===== src/rtl/core/pixel_clock_divider_search_defines.svh =====
// assertion macros for the pixel clock divider search
`ifndef PIXEL_CLOCK_DIVIDER_SEARCH_DEFINES_SVH
`define PIXEL_CLOCK_DIVIDER_SEARCH_DEFINES_SVH

// same-cycle implication, checked outside reset
`define PCDS_ASSERT_NOW(name, ante, cons, msg) \
  name: assert property (@(posedge clk_i) disable iff (!rst_ni) (ante) |-> (cons)) else $error(msg);

// next-cycle implication, checked outside reset
`define PCDS_ASSERT_NEXT(name, ante, cons, msg) \
  name: assert property (@(posedge clk_i) disable iff (!rst_ni) (ante) |=> (cons)) else $error(msg);

`endif


===== src/rtl/core/pcds_pkg.sv =====
package pcds_pkg;

  // field widths
  localparam int unsigned TargetW   = 20;
  localparam int unsigned DividerW  = 7;
  localparam int unsigned MultW     = 7;
  localparam int unsigned ShortW    = 28;

  // search range
  localparam int unsigned MaxDivider = 127;
  localparam int unsigned Ch0MinDiv  = 6;
  localparam int unsigned Ch1MinDiv  = 1;
  localparam int unsigned Ch1MaxDiv  = 15;
  localparam int unsigned DivW       = $clog2(MaxDivider + 1);

  // pll step and multiplier window
  localparam int unsigned StepKhz = 6000;
  localparam int unsigned MinMult = 9;
  localparam int unsigned MaxMult = 127;
  localparam logic [ShortW-1:0] NoFit = 28'hFFF_FFFF;

  // datapath widths
  localparam int unsigned ProdW = DivW + TargetW;
  localparam int unsigned RemW  = $clog2(StepKhz);
  localparam int unsigned QW    = $clog2(StepKhz * (MaxMult + 1));
  localparam int unsigned CntW  = $clog2(QW + 1);

  // product window for a multiplier inside MinMult..MaxMult
  localparam logic [ProdW-1:0] LoProd = ProdW'(MinMult * StepKhz);
  localparam logic [ProdW-1:0] HiProd = ProdW'((MaxMult + 1) * StepKhz);

  typedef struct packed {
    logic               channel_select;
    logic [TargetW-1:0] target_khz;
  } req_t;

  typedef struct packed {
    logic [DividerW-1:0] divider;
    logic [MultW-1:0]    multiplier;
    logic                double_clock;
    logic                found;
    logic [ShortW-1:0]   shortfall_khz;
  } res_t;

  typedef enum logic [2:0] {
    StIdle,
    StMul,
    StCheck,
    StDiv1,
    StMul2,
    StDiv2,
    StCmp,
    StDone
  } pcds_state_e;

endpackage


===== src/rtl/core/pixel_clock_divider_search.sv =====
// pixel clock divider search: a request (start high while busy is low) carries a
// channel select and a target dot clock in kHz. channel 0 tries output dividers
// 6..127, channel 1 tries 1..15, in increasing order. for each divider m the
// multiplier n = floor(m*target/6000) is formed; dividers whose n falls outside
// 9..127 are skipped after a single range test on the product m*target, which
// takes the multiply and the range test. a divider in range takes the
// multiply, the range test, 7 steps of the shared restoring divider for n, one
// constant multiply, 20 divider steps for the achieved rate 6000*n/m, and one
// compare. the shared divider, one quotient bit per cycle, sets the pace; at most
// 119 dividers of channel 0 (9..127) can be in range for one target. busy stays
// high from the request being taken through the result, and the next request
// can be taken in the cycle after the result. the result is shown for exactly
// one cycle with result_valid_o high and cannot be held off, so the receiver
// must take it then. ties keep the smaller divider; when nothing fits, divider,
// multiplier and double_clock are zero and the shortfall reads 0x0FFFFFFF.
`include "pixel_clock_divider_search_defines.svh"

module pixel_clock_divider_search (
  input  logic            clk_i,
  input  logic            rst_ni,
  input  logic            start,
  input  pcds_pkg::req_t  req_i,
  output logic            busy,
  output logic            result_valid_o,
  output pcds_pkg::res_t  result_o
);
  import pcds_pkg::*;

  // sequencer state
  pcds_state_e state_q, state_d;

  // candidate loop
  logic [DivW-1:0]    m_q, m_d;
  logic [DivW-1:0]    hi_q, hi_d;
  logic [TargetW-1:0] target_q, target_d;
  logic [ProdW-1:0]   prod_q, prod_d;

  // shared divider: partial remainder, dividend/quotient shift register, divisor
  logic [RemW-1:0] rem_q, rem_d;
  logic [QW-1:0]   dq_q, dq_d;
  logic [RemW-1:0] dvs_q, dvs_d;
  logic [CntW-1:0] cnt_q, cnt_d;
  logic [MultW-1:0] n_q, n_d;

  // best candidate so far
  logic [DivW-1:0]   best_m_q, best_m_d;
  logic [MultW-1:0]  best_n_q, best_n_d;
  logic [ShortW-1:0] min_short_q, min_short_d;
  logic              found_q, found_d;

  logic              in_range;
  logic              last_div;
  logic [RemW+1:0]   trial;
  logic              qbit;
  logic [TargetW-1:0] diff;

  // legal shapes of a no-fit and of a found result
  logic              nofit_ok;
  logic              found_ok;

  // n within 9..127 exactly when the product lies in this window
  assign in_range = (prod_q >= LoProd) && (prod_q < HiProd);
  assign last_div = (m_q == hi_q);

  // one restoring step: bring in the next dividend bit, try the subtraction
  assign trial = {1'b0, rem_q, dq_q[QW-1]} - {2'b00, dvs_q};
  assign qbit  = ~trial[RemW+1];

  // achieved rate never exceeds the target
  assign diff = target_q - TargetW'(dq_q);

  // next state
  always_comb begin
    state_d = state_q;
    case (state_q)
      StIdle: begin
        if (start) begin
          state_d = StMul;
        end
      end
      StMul: state_d = StCheck;
      StCheck: begin
        if (in_range) begin
          state_d = StDiv1;
        end else if (last_div) begin
          state_d = StDone;
        end else begin
          state_d = StMul;
        end
      end
      StDiv1: begin
        if (cnt_q == CntW'(1)) begin
          state_d = StMul2;
        end
      end
      StMul2: state_d = StDiv2;
      StDiv2: begin
        if (cnt_q == CntW'(1)) begin
          state_d = StCmp;
        end
      end
      StCmp: begin
        if (last_div) begin
          state_d = StDone;
        end else begin
          state_d = StMul;
        end
      end
      StDone: state_d = StIdle;
      default: state_d = StIdle;
    endcase
  end

  // datapath
  always_comb begin
    m_d         = m_q;
    hi_d        = hi_q;
    target_d    = target_q;
    prod_d      = prod_q;
    rem_d       = rem_q;
    dq_d        = dq_q;
    dvs_d       = dvs_q;
    cnt_d       = cnt_q;
    n_d         = n_q;
    best_m_d    = best_m_q;
    best_n_d    = best_n_q;
    min_short_d = min_short_q;
    found_d     = found_q;
    case (state_q)
      StIdle: begin
        if (start) begin
          target_d    = req_i.target_khz;
          m_d         = req_i.channel_select ? DivW'(Ch1MinDiv) : DivW'(Ch0MinDiv);
          hi_d        = req_i.channel_select ? DivW'(Ch1MaxDiv) : DivW'(MaxDivider);
          best_m_d    = '0;
          best_n_d    = '0;
          min_short_d = NoFit;
          found_d     = 1'b0;
        end
      end
      StMul: begin
        prod_d = m_q * target_q;
      end
      StCheck: begin
        if (in_range) begin
          // quotient fits in MultW bits, so the upper part is already below 6000
          rem_d = RemW'(prod_q >> MultW);
          dq_d  = {prod_q[MultW-1:0], {(QW - MultW){1'b0}}};
          dvs_d = RemW'(StepKhz);
          cnt_d = CntW'(MultW);
        end else if (!last_div) begin
          m_d = m_q + DivW'(1);
        end
      end
      StDiv1, StDiv2: begin
        rem_d = qbit ? trial[RemW-1:0] : {rem_q[RemW-2:0], dq_q[QW-1]};
        dq_d  = {dq_q[QW-2:0], qbit};
        cnt_d = cnt_q - CntW'(1);
      end
      StMul2: begin
        n_d   = dq_q[MultW-1:0];
        rem_d = '0;
        dq_d  = QW'(dq_q[MultW-1:0] * StepKhz);
        dvs_d = RemW'(m_q);
        cnt_d = CntW'(QW);
      end
      StCmp: begin
        // strict compare keeps the first divider on a tie
        if (ShortW'(diff) < min_short_q) begin
          min_short_d = ShortW'(diff);
          best_m_d    = m_q;
          best_n_d    = n_q;
          found_d     = 1'b1;
        end
        if (!last_div) begin
          m_d = m_q + DivW'(1);
        end
      end
      default: begin
      end
    endcase
  end

  // outputs
  always_comb begin
    busy                   = (state_q != StIdle);
    result_valid_o         = (state_q == StDone);
    result_o.divider       = DividerW'(best_m_q);
    result_o.multiplier    = best_n_q;
    result_o.double_clock  = found_q;
    result_o.found         = found_q;
    result_o.shortfall_khz = min_short_q;
  end

  always_ff @(posedge clk_i or negedge rst_ni) begin
    if (!rst_ni) begin
      state_q <= StIdle;
    end else begin
      state_q <= state_d;
    end
  end

  always_ff @(posedge clk_i) begin
    m_q         <= m_d;
    hi_q        <= hi_d;
    target_q    <= target_d;
    prod_q      <= prod_d;
    rem_q       <= rem_d;
    dq_q        <= dq_d;
    dvs_q       <= dvs_d;
    cnt_q       <= cnt_d;
    n_q         <= n_d;
    best_m_q    <= best_m_d;
    best_n_q    <= best_n_d;
    min_short_q <= min_short_d;
    found_q     <= found_d;
  end

  assign nofit_ok = (result_o.shortfall_khz == NoFit) && (result_o.divider == '0)
                    && (result_o.multiplier == '0);
  assign found_ok = (result_o.multiplier >= MultW'(MinMult)) && (result_o.divider != '0);

  // checks
  `PCDS_ASSERT_NEXT(a_start_busy, start && !busy, busy, "request taken but not busy")
  `PCDS_ASSERT_NEXT(a_res_idle, result_valid_o, !busy && !result_valid_o, "stuck after result")
  `PCDS_ASSERT_NOW(a_nofit, result_valid_o && !result_o.found, nofit_ok, "bad no-fit result")
  `PCDS_ASSERT_NOW(a_found, result_valid_o && result_o.found, found_ok, "found outside window")

endmodule


===== config.mk =====
export PLATFORM = sky130hd
export DESIGN_NAME = pixel_clock_divider_search
export DESIGN_NICKNAME = d
export VERILOG_FILES = /design/src/rtl/core/pcds_pkg.sv /design/src/rtl/core/pixel_clock_divider_search.sv
export VERILOG_INCLUDE_DIRS = /design/src /design/src/rtl/core
export SDC_FILE = /design/constraint.sdc
export NUM_CORES = 1
export LEC_CHECK = 0
export BUFFER_PORTS_ARGS = -buffer_cell sky130_fd_sc_hd__buf_2
export CAP_MARGIN = 30
export CORE_ASPECT_RATIO = 1.5
export CORE_MARGIN = 5
export CORE_UTILIZATION = 63
export DETAILED_ROUTE_END_ITERATION = 12
export PLACE_DENSITY = 0.82
export SETUP_SLACK_MARGIN = 0.5
export SKIP_LAST_GASP = 1
export SYNTH_ARGS = -nofsm -noshare
export SYNTH_HDL_FRONTEND = slang
export SYNTH_SLANG_ARGS = --single-unit

===== constraint.sdc =====
create_clock -name clk_i -period 8.1 [get_ports clk_i]
set_input_delay 2.43 -clock clk_i [delete_from_list [all_inputs] [get_ports clk_i]]
set_output_delay 2.43 -clock clk_i [all_outputs]
set_load 0.02 [all_outputs]

==> qor.yml <==
synth_common_cells: "inv_1, edfxtp_1, ha_1"
dieArea_sq_um: 24200
min_path_type: "reg2reg"
grt_pass1_wl_mm: 50.9
clk_pin_slew_worst_paths_ps: 60
clock-sinks: 147
cp_num_cells: 17
drt_iter0_markers: 854
yosysSeqAreaShare: 0.330
yosys-top-cells-area: "edfxtp_1, fa_1, ha_1, inv_1, and2_1"
crit_path_start_kind: "flip-flop"
critPathKind: "reg2reg"
synth_edf_count: 144
seq_area_sq_um: 4400
num-fill-cells: 1507
finalSetupTns_ps: 0
drt.antenna.violating_nets: 0
critPathSlowestCell: "edfxtp_1"
avgSynthCellArea_sq_um: 10.2
track_usage: 0.266
numCtsBuffers: 17
fin_crit_sh: 0.699
crit_fanout: 27
post-cts-setup-buffers: 0
arrival_ps: 5850
period_minus_slack_ps: 5670
cp_num_buf_inv: 3
routed_wl_mm: 30.4
r2r_slack_ps: 2430
htreeDepth: 4
critPathTopFamily: "adder cells"
crit_chain: "nand2_1, fa_1, fa_1, inv_1, fa_1, inv_1, fa_1, inv_1, ha_1, a21oi_1, o21ai_1, o211ai_2, a31oi_1, a21o_1, a311oi_2, a21oi_1, xor2_1"
worst_slew_pin_slew_ps: 921
dr.pass1.iters: 6
rsz0062_at_grt: "no"
dp_cells: 1609
port_buffers: 69
hold_buffers: 0
hold_viol_final: 0
critPathMaxStageDelay_ps: 950
drive_above_1_share: 0.0910
grt_pass1_vias: 10338
io_pins: 70
post_cts_resized: 0
vias_per_cell: 6.00
cp-end-kind: "flip-flop"
ys.flop_type: "edfxtp_1"
synth_cell_type_count: 73
synthToLayoutAreaGrowth_pct: 9.11
syn_area_sq_um: 13300
instances_no_fill: 1642
cts_tree: "done"
synth-async-reset-ratio: 0.0204
max_slew_margin: 0.386
yosysTopAreaCellShare: 0.324
antenna_cells: 0
max_cap_violations: 0
drt-wirelength-per-cell_microns: 18.5
ys_warn_count: 0
die_x_microns: 129
vias: 9848
worstPathRequired_ps: 8290
nNetsFinal: 1627
std_cell_rows: 65
r2r_cells: 17
yosysMostFrequentCell: "inv_1"
synth.largest_area_cell: "edfxtp_1"
ys_ff_latch: 147
critical_path.endpoint: "prod_q[25]"
path_common_cell: "fa_1"
worstReg2RegEnd: "prod_q[25]"
grt_antenna_before_repair: 0
synth_fp_nets: 1577
core_sq_um: 21000
multi_input_area_sq_um: 8010
insertion_delay_ps: 440
r2r-start: "m_q[6]"
clockBufferDepth: 2
slew_viol_final: 0
cts-root-buf: "clkbuf_16"
place_congestion: 0.942
start_util: 0.636
grt_max_degree: 39
route.detailed.drc: 0
hpwl_mm: 23.2
die_h_microns: 188
finClkSkew_ps: 10.9
startpoint: "m_q[6]"
grt_overflow: 0
synth_cells: 1311
setup_viol: 0
status: "completed"
max_freq_mhz: 177
logic make-up after synthesis:
logic type / after synthesis / synth area share
AO/OA/AOI/OAI: 244 / 0.120
XOR/XNOR: 67 / 0.0440
adder cells (fa/ha/maj): 242 / 0.289
buffers and inverters: 238 / 0.0705
flip-flops: 147 / 0.330
multiplexers: 6 / 0.00450
AND/OR/NAND/NOR: 367 / 0.143
layer usage:
layer / up-vias / GRT usage / share of wire
met2: 389 / 0.454 / 0.51
met3: 110 / 0.0465 / 0.059
li1: 4556 / - / -
met4: 0 / 0.134 / 0.048
met1: 4793 / 0.321 / 0.38
met5: - / 0 / 0
worst min path at each step:
stage	endpoint	startpoint	depth (start not counted)
global placement	best_n_q[5]	n_q[5]	1
global route	best_n_q[1]	n_q[1]	1
finish	best_n_q[2]	n_q[2]	1
detailed placement	best_n_q[3]	n_q[3]	1
CTS	best_n_q[3]	n_q[3]	1
floorplan	n_q[2]	dq_q[2]	0
worst reg2reg max path, cell delays in order, from the launching register on:
cell and delay (ps):
edfxtp_1 950, nand2_1 190, fa_1 550, fa_1 540, inv_1 50, fa_1 530
inv_1 60, fa_1 520, inv_1 40, ha_1 340, a21oi_1 180, o21ai_1 170
o211ai_2 210, a31oi_1 150, a21o_1 270, a311oi_2 350, a21oi_1 140, xor2_1 160
sequential cells by signal, summed over array words and instances, names as in the netlist:
signal	cells
cnt_q	5
rem_q	13
hi_q	1
n_q	7
prod_q	27
found_q	1
min_short_q	21
dq_q	20
target_q	20
m_q	7
dvs_q	8
best_n_q	7
best_m_q	7
state_q	3
placed cells by master (no fill, tap or decap), types with 5 or more instances in the layout:
| cell type | Yosys | final |
|---|---|---|
| nand3_1 | 13 | 13 |
| ha_1 | 132 | 132 |
| buf_2 | 1 | 69 |
| fa_1 | 110 | 110 |
| a21oi_1 | 62 | 62 |
| nor2b_1 | 6 | 6 |
| inv_1 | 192 | 192 |
| and2_1 | 98 | 98 |
| nand4_1 | 8 | 8 |
| o21bai_1 | 5 | 5 |
| edfxtp_1 | 144 | 144 |
| nor3_1 | 7 | 7 |
| or3_1 | 8 | 8 |
| o211ai_1 | 7 | 7 |
| a21o_1 | 23 | 23 |
| a31oi_1 | 7 | 7 |
| o21ai_0 | 61 | 60 |
| xnor2_1 | 38 | 38 |
| xor2_1 | 29 | 29 |
| clkbuf_16 | 0 | 17 |
| and3_1 | 24 | 24 |
| a211oi_1 | 6 | 6 |
| nand2b_1 | 28 | 27 |
| o21a_1 | 14 | 14 |
| o22ai_1 | 10 | 10 |
| buf_4 | 11 | 5 |
| mux2i_1 | 6 | 6 |
| nand2_1 | 106 | 106 |
| nor2_1 | 52 | 51 |
metrics by stage:
stage	cell area, sq um	util	setup slack [ps]	hold slack (ps)
after floorplan	13300	-	1920	484
after global placement	13900	0.660	2700	533
after detailed placement	13900	0.662	2510	538
after CTS	14500	0.692	2500	552
after global routing	14600	0.694	2200	579
final	14600	0.694	2430	550
final cells by class:
| type | instances | share of cell area |
|---|---|---|
| clock buffers | 17 | 0.0292 |
| clock inverters | 15 | 0.0140 |
| inverters | 192 | 0.0495 |
| multi-input cells | 926 | 0.551 |
| flip-flops and latches | 147 | 0.302 |
| well taps | 268 | 0.0230 |
| repair buffers | 77 | 0.0311 |
Power is not shown: default switching activity piles up to over one toggle a cycle in this logic, so the estimate is an artifact.
